[src/hw/rtl/nrs_ram.sv]
// ----------------------------------------------------------------------------
// nrs_ram
// Generic single-write, single-read RAM with a registered read port.
// ----------------------------------------------------------------------------
module nrs_ram #(
  parameter int WIDTH = 8,
  parameter int DEPTH = 16
) (
  input  logic                                     clk,
  input  logic                                     we,
  input  logic [((DEPTH > 1) ? $clog2(DEPTH) : 1)-1:0] waddr,
  input  logic [WIDTH-1:0]                         wdata,
  input  logic [((DEPTH > 1) ? $clog2(DEPTH) : 1)-1:0] raddr,
  output logic [WIDTH-1:0]                         rdata
);

  logic [WIDTH-1:0] mem [DEPTH];

  always_ff @(posedge clk) begin
    if (we) begin
      mem[waddr] <= wdata;
    end
    rdata <= mem[raddr];
  end

endmodule

[config.mk]
export PLATFORM = sky130hd
export DESIGN_NAME = nrs_ram
export DESIGN_NICKNAME = d
export VERILOG_FILES = /design/src/hw/rtl/nrs_ram.sv
export SDC_FILE = /design/constraint.sdc
export NUM_CORES = 1
export LEC_CHECK = 0
export BUFFER_PORTS_ARGS = -buffer_cell sky130_fd_sc_hd__buf_2
export CAP_MARGIN = 20
export CORE_MARGIN = 1
export CORE_UTILIZATION = 60
export CTS_BUF_LIST = sky130_fd_sc_hd__clkbuf_2
export DETAILED_ROUTE_END_ITERATION = 10
export PLACE_DENSITY = 0.79
export SETUP_SLACK_MARGIN = 0.02
export SYNTH_ARGS = -nofsm -noshare
export SYNTH_HDL_FRONTEND = slang
export SYNTH_SLANG_ARGS = --single-unit
[constraint.sdc]
create_clock -name clk -period 1.8 [get_ports clk]
set_input_delay 0.09 -clock clk [delete_from_list [all_inputs] [get_ports clk]]
set_output_delay 0.09 -clock clk [all_outputs]
set_load 0.02 [all_outputs]
==> flow_summary.ini, run 1 <==
[run]
drv_cap = 0

[yosys]
syn-num-nets = 247
synth_area_leader_cell = edfxtp_1
synth_edf_count = 128
ys_types = 19
syn-cell-area_um2 = 5150
synthTopCellsByCount = edfxtp_1, mux4_2, a22oi_1
netlist_instances = 229
syn_area_per_cell_um2 = 22.5
synth-async-reset-ratio_pct = 0
ys_seq_elements = 136
synth_flop_cell = edfxtp_1
yosysMostFrequentCell = edfxtp_1
synth_top_area_share_pct = 74.7
synth.yosys.seq_area_share_pct = 77.8
yosysWarnings = 0
synth_area_leaders = edfxtp_1, mux4_2, mux4_1, dfxtp_1, a22oi_1

[critical_path]
critPathLaunchType = register
cp_slowest_cell = mux4_1
critical_path.top_delay_family = multiplexers
critical-path-max-stage-delay_ps = 520
required_ps = 2330
crit_buf_inv = 0
criticalPathCategory = register to register
crit_chain = mux4_1, a22oi_1, nand2_1
cp_data_arrival_time_ps = 1890
end_kind = register
critPathMaxFanout = 1

[timing]
setup_ws_ps = 437
finalHoldWorstSlack_ps = 79.5
slew_violations = 0
slew_headroom_pct = 73.4
setup_violations = 0
post-route-period-util_pct = 75.7
finalCriticalPeriod_ps = 1360
skew_ps = 26.7
tightest_slew_ps = 398
rsz0062_at_grt = false
hold_violations = 0
fin_setup_tns_ps = 0
max_freq_ghz = 0.733

[layout]
fin_area_um2 = 5960
area_growth_pct = 15.8
nets = 316
layout-drive-gt1-share_pct = 30.5
instances_no_fill = 416
diodes = 0

[clock_tree]
cts_buffers = 17
cts-root-buf = clkbuf_2
htree_levels = 4
cts_sinks = 136
post_cts_resized = 0
clk_path_buf_depth = 2
clk_pin_slew_worst_paths_ps = 210
tritoncts = built
clk_latency_ps = 640

[place]
io_buffers = 25
gp_congestion = 0.757
pre_cts_ws_ps = 287
dpl.hpwl_mm = 5.69
placed_cell_area_um2 = 5500
dp.cells = 370

[die]
start_util_pct = 62.3
dieWidth_um = 94.6
io_pins = 26
core-area_um2 = 8260
num_rows = 33
die-height_um = 94.6
die_area_um2 = 8950

[route]
avgViaCountPerCell = 5.99
drtIter0Drc = 188
drtAntennaViolNets = 0
dr_total_vias = 2493
drc = 0
firstDrtPassIters = 5
drt-total-wl_mm = 9.19
wire_per_inst_um = 22.1

[global_routing]
antenna_found_initial = 0
grt_pass1_wl_mm = 14.2
track_usage_pct = 23.4
grt_overflow = 0
grt_pass1_vias = 2535
grt_max_degree = 33

[min_path]
min-delay-path-class = primary input to register

[power_and_ir_drop]
max-vdd-ir-drop_v = 0.000513
power_leakage_nw = 2.06
powerDensity_nw_per_um2 = 1030

[outcome]
status = complete, no violations
[sequential cells by signal (all words and copies together) (netlist names)]
register  cells
mem         128
rdata         8
[through the flow]
stage,power (mW),utilization (%)
2_1_floorplan,3.83,-
3_3_place_gp,3.96,66.6
3_5_place_dp,3.97,66.6
4_1_cts,6.21,72.2
5_1_grt,6.37,72.2
6_report,6.17,72.2
[kinds of logic (layout without fill, tap and decap cells)]
logic type      after synthesis  count (layout)  share of synthesized area (%)
simple gates                 35              35                           3.18
compound gates               16              16                           2.33
flops                       136             136                           77.8
mux                          32              32                           15.0
buf+inv                      10              92                           1.68
[worst register-to-register path, stage by stage (launching register included)]
cell	delay, ps
edfxtp_1	410
mux4_1	520
a22oi_1	260
nand2_1	90
[metal layers]
| metal | GRT usage (%) | share of wire (%) | vias to the layer above | wire, µm |
|---|---|---|---|---|
| li1 | - | - | 1112 | - |
| met1 | 31.4 | 41 | 1275 | 3730 |
| met2 | 37.2 | 51 | 99 | 4730 |
| met3 | 7.00 | 6.8 | 7 | 624 |
| met4 | 7.83 | 1.1 | 0 | 105 |
| met5 | 0 | 0 | - | 0 |
[final timing paths]
check	slack [ps]	depth (start not counted)	start	to
setup reg to reg	440	3	mem[0][3]$_DFFE_PP_	rdata[3]$_DFF_P_
hold / removal	80	4	waddr[2]	mem[15][1]$_DFFE_PP_
setup / recovery	440	3	mem[0][3]$_DFFE_PP_	rdata[3]$_DFF_P_
hold reg to reg	700	3	mem[15][7]$_DFFE_PP_	rdata[7]$_DFF_P_
[cells in the final DEF (no fill, tap or decap), types with 2 or more instances in the layout]
master / n
nand3b_1: 2
mux4_1: 14
nand2b_1: 2
buf_2: 25
nand2_1: 9
mux4_2: 18
nor2_1: 13
clkinv_4: 2
buf_4: 19
bufinv_16: 6
clkinv_1: 2
buf_12: 2
nor3_1: 4
edfxtp_1: 128
dfxtp_1: 8
a22oi_1: 16
clkbuf_2: 19
dlygate4sd3_1: 14
[what timing repair did]
action                    CTS  global route
hold buffers               14             0
hold endpoints to repair  167             0
buffers inserted            0             0
[cell type report]
class / instances / area [µm²]
timing repair buffer: 60 / 448
clock buffer: 19 / 95.1
tap: 105 / 131
fill: 490 / 2300
clock inverter: 13 / 226
multi-input combinational: 83 / 1060
sequential: 136 / 4000
[power breakdown]
| part | internal (mW) | switching, mW | total (mW) |
|---|---|---|---|
| Clock | 1.20 | 1.04 | 2.24 |
| Combinational | 0.165 | 0.201 | 0.365 |
| Sequential | 3.54 | 0.0228 | 3.56 |
Note: power is estimated with default switching activity, not from simulation.
==> run 2, diff against run 1 <==
Clock period 1.8 ns to 1.4 ns, I/O delays scaled along.
==> run 2 against run 1 <==
  * Cell count rose by 0.72%
  * Non-clock buffer count rose by 3
  * Total power rose by 21%
  * Combinational power rose by 37%
  * Utilization rose by 0.076 points
  * First-iteration DRC count rose by 86%
  * Largest power group unchanged
  * Sequential power rose by 29%
  * Register-to-register slack got worse by 390 ps
  * Clock skew rose by 10 ps
  * Sequential cell count did not move
  * Global-route usage rose by 1.0 points
==> flow_summary.ini, run 2 (same netlist as run 1, synthesis figures left out) <==
[outcome]
status = complete, no violations

[route]
drt-total-wl_mm = 9.70
dr_total_vias = 2583
drtIter0Drc = 350
drtAntennaViolNets = 0
drc = 0
wire_per_inst_um = 23.1
avgViaCountPerCell = 6.16
firstDrtPassIters = 5

[critical_path]
critical_path.top_delay_family = buffers and inverters
crit_buf_inv = 4
critPathLaunchType = primary input
reg2reg_to = rdata[0]$_DFF_P_
cp_slowest_cell = dlygate4sd3_1
required_ps = 1950
worstReg2RegStart = mem[10][0]$_DFFE_PP_
crit_chain = dlygate4sd3_1, buf_2, nor2b_1, dlygate4sd3_1, buf_4, a22oi_2, nand2_1
end_kind = register
r2r_slack_ps = 50
critical-path-max-stage-delay_ps = 550
criticalPathCategory = primary input to register
cp_data_arrival_time_ps = 1910
critPathMaxFanout = 8
crit_top_cell = dlygate4sd3_1
ff2ff_path_depth = 3

[die]
dieWidth_um = 94.6
die_area_um2 = 8950
core-area_um2 = 8260
die-height_um = 94.6
start_util_pct = 62.3
num_rows = 33
io_pins = 26

[global_routing]
grt_pass1_vias = 2586
grt_pass1_wl_mm = 14.6
antenna_found_initial = 0
track_usage_pct = 24.4
grt_max_degree = 33
grt_overflow = 0

[clock_tree]
htree_levels = 4
cts_sinks = 136
cts-root-buf = clkbuf_2
clk_path_buf_depth = 2
tritoncts = built
clk_latency_ps = 660
cts_buffers = 17
cts_setup_buffers = 0
clk_pin_slew_worst_paths_ps = 180

[layout]
diodes = 0
fin_area_um2 = 5970
layout-drive-gt1-share_pct = 33.8
area_growth_pct = 15.9
mostFrequentLayoutCell = edfxtp_1
instances_no_fill = 419
reg_top3 = mem (128), rdata (8)
nets = 319
largest_reg_flops = 128
fillers = 477
final_cell_mix = edfxtp_1, buf_2, mux4_2, buf_4, clkbuf_2
regMostFlops = mem

[place]
placed_cell_area_um2 = 5530
dp.cells = 371
dpl.hpwl_mm = 6.11
io_buffers = 25
gp_congestion = 0.793

[power_and_ir_drop]
power_leakage_nw = 2.04
powerDensity_nw_per_um2 = 1260
max-vdd-ir-drop_v = 0.000656
power_mw = 7.49

[timing]
setup_violations = 0
rsz0062_at_grt = true
slew_violations = 0
post-route-period-util_pct = 97.0
hold_violations = 0
skew_ps = 36.7
tightest_slew_ps = 736
finalCriticalPeriod_ps = 1360
max_freq_ghz = 0.736
finalHoldWorstSlack_ps = 73.3
slew_headroom_pct = 50.8

[min_path]
hold_depth = 5
min_to = rdata[2]$_DFF_P_
worstHoldStart = raddr[1]
min-delay-path-class = primary input to register

[run]
drv_cap = 0
==> run 2: worst register-to-register path: stages, from the launching register on <==
cell      delay (ps)
edfxtp_1         440
mux4_2           480
a22oi_2          230
nand2_1           90
==> run 2: how the worst max path moves through the flow <==
stage,startpoint,end,cells after the start
final,raddr[3],rdata[4]$_DFF_P_,7
after global routing,mem[9][4]$_DFFE_PP_,rdata[4]$_DFF_P_,3
after CTS,mem[10][4]$_DFFE_PP_,rdata[4]$_DFF_P_,3
after detailed placement,raddr[0],rdata[4]$_DFF_P_,6
after global placement,raddr[0],rdata[4]$_DFF_P_,6
after floorplan,waddr[2],mem[3][0]$_DFFE_PP_,2
==> run 2: layout make-up <==
| cell class | instances | area, µm² | share of cell area [%] |
|---|---|---|---|
| timing repair buffer | 63 | 488 | 8.18 |
| tap | 105 | 131 | 2.20 |
| clock inverter | 14 | 174 | 2.91 |
| sequential | 136 | 4010 | 67.1 |
| multi-input combinational | 83 | 1080 | 18.1 |
| clock buffer | 18 | 90.1 | 1.51 |
==> run 2: power breakdown <==
group	internal [mW]	switching, mW
Combinational	0.224	0.277
Clock	1.01	1.40
Sequential	4.55	0.0284
==> run 2: what timing repair did <==
| item | 4_1_cts | 5_1_grt |
|---|---|---|
| hold buffers | 16 | 0 |
| endpoints found under the hold margin | 171 | 0 |
| pin swaps | 0 | 1 |
| setup endpoints to repair | 4 | 4 |
| gates resized for setup | 5 | 2 |
==> run 2: through the flow <==
step | setup slack [ps] | TNS, ps | util, %
5_1_grt | 3.70 | 0 | 72.3
3_3_place_gp | -104 | -199 | 66.9
4_1_cts | 16.2 | 0 | 72.2
6_report | 41.6 | 0 | 72.3
2_1_floorplan | 63.9 | 0 | -
3_5_place_dp | -135 | -292 | 66.9
==> run 2: layer usage <==
metal / wire, µm / GRT usage, % / vias to the layer above
li1: - / - / 1116
met1: 3900 / 35.2 / 1295
met2: 4810 / 36.5 / 159
met3: 878 / 6.44 / 13
met4: 112 / 9.34 / 0
met5: 0 / 0 / -
==> run 3, diff against run 2 <==
Settings changed: CTS_BUF_LIST sky130_fd_sc_hd__clkbuf_2 to sky130_fd_sc_hd__clkbuf_8, HOLD_SLACK_MARGIN from default to 0.06.
==> run 3 against run 2 <==
  * Sequential power about the same
  * Largest power group unchanged
  * Wire length down 0.63%
  * Critical endpoint is now rdata[1]$_DFF_P_
  * Highest routed layer unchanged
  * Die area unchanged
  * Register-to-register slack about the same
==> flow_summary.ini, run 3 (same netlist as run 1, synthesis figures left out) <==
[outcome]
status = complete, no violations

[layout]
area_growth_pct = 17.3
diodes = 0
final_cell_mix = edfxtp_1, buf_2, buf_4
fillers = 451
nets = 311
fin_util_pct = 73.1
layout-drive-gt1-share_pct = 33.3
reg_top3 = mem (128), rdata (8)
mostFrequentLayoutCell = edfxtp_1
fin_area_um2 = 6040
largest_reg_flops = 128
instances_no_fill = 411
regMostFlops = mem

[power_and_ir_drop]
clkPwrFrac_pct = 39.0
pwr-share-comb_pct = 5.9
seqPwrFrac_pct = 55.2
powerDensity_nw_per_um2 = 1370
net-switching-power_mw = 1.77
p_int_mw = 6.52
power_leakage_nw = 2.06
swShare_pct = 21.4
max-vdd-ir-drop_v = 0.000763

[timing]
setup_violations = 0
rsz0062_at_grt = true
setup_ws_ps = 51.4
slew_headroom_pct = 49.8
max_freq_ghz = 0.742
slew_violations = 0
finalHoldWorstSlack_ps = 202
hold_violations = 0
tightest_slew_ps = 750
finalCriticalPeriod_ps = 1350
skew_ps = 10.4
post-route-period-util_pct = 96.3

[global_routing]
grt_pass1_vias = 2550
track_usage_pct = 24.7
antenna_found_initial = 0
grt_pass1_wl_mm = 14.6
grt_use_met1_pct = 35.6
grt_overflow = 0
grt_util_met2_pct = 35.8
use_met3_pct = 7.49
busiest_layer = met2
grt_max_degree = 33

[route]
firstDrtPassIters = 4
wire_per_inst_um = 23.4
drtAntennaViolNets = 0
drt-total-wl_mm = 9.64
drtIter0Drc = 332
avgViaCountPerCell = 6.13
dr_total_vias = 2521
drc = 0

[place]
dp.cells = 371
io_buffers = 25
pre_cts_ws_ps = -135
gp_congestion = 0.793
placed_cell_area_um2 = 5530
dpl.hpwl_mm = 6.11

[critical_path]
critPathLaunchType = register
critPathMaxFanout = 1
criticalPathCategory = register to register
end_kind = register
cp_data_arrival_time_ps = 1670
required_ps = 1720

[die]
die_area_um2 = 8950
io_pins = 26
core-area_um2 = 8260
start_util_pct = 62.3
num_rows = 33
die-height_um = 94.6
dieWidth_um = 94.6

[clock_tree]
tritoncts = built
htree_levels = 4
cts_setup_buffers = 0
cts-root-buf = clkbuf_8
clk_path_buf_depth = 2
clk_latency_ps = 430
clk_pin_slew_worst_paths_ps = 80
cts_sinks = 136
cts_buffers = 17

[min_path]
min-delay-path-class = primary input to register

[run]
drv_cap = 0
[run 3: cell types whose count changed in the layout (fill, tap and decap cells not counted), sizes merged]
cell	delta
inv	+1
clkbuf	-1
dlygate4sd3	-8
[run 3: layer usage]
metal | vias up | wire (µm)
li1 | 1098 | -
met1 | 1287 | 3940
met2 | 128 | 4790
met3 | 8 | 781
met4 | 0 | 123
met5 | - | 0
[run 3: through the flow]
step                power [mW]  TNS (ps)
global placement          5.11      -199
CTS                       8.36         0
global route              8.55         0
finish                    8.29         0
detailed placement        5.13      -292
floorplan                 4.92         0
[run 3: final timing paths]
| check | slack (ps) | start | endpoint | depth (start not counted) |
|---|---|---|---|---|
| min | 200 | waddr[0] | mem[4][5]$_DFFE_PP_ | 3 |
| max | 50 | mem[0][1]$_DFFE_PP_ | rdata[1]$_DFF_P_ | 3 |
| max reg2reg | 50 | mem[0][1]$_DFFE_PP_ | rdata[1]$_DFF_P_ | 3 |
| min reg2reg | 680 | mem[15][2]$_DFFE_PP_ | rdata[2]$_DFF_P_ | 3 |
[run 3: repair_timing]
action	CTS	global route
endpoints found under the hold margin	128	0
hold buffers	8	0
pin swaps	0	2
gates resized for setup	3	1
endpoints found under the setup margin	3	3
[run 3: layout make-up]
class / instances / area [µm²] / area share, %
tap: 105 / 131 / 2.18
clock buffer: 17 / 234 / 3.88
multi-input combinational: 83 / 1080 / 17.9
sequential: 136 / 4000 / 66.3
clock inverter: 15 / 178 / 2.94
timing repair buffer: 55 / 408 / 6.76
[run 3: critical path, stage by stage (launching register included)]
cell,delay [ps]
edfxtp_1,420
mux4_1,540
a22oi_2,210
nand2_1,70
[run 3: power groups by stage]
stage,Sequential (mW),Combinational [mW],Clock [mW]
after floorplan,4.69,0.231,0
after global placement,4.66,0.451,0
after detailed placement,4.67,0.464,0
after CTS,4.58,0.489,3.29
after global routing,4.58,0.525,3.44
final,4.57,0.486,3.23
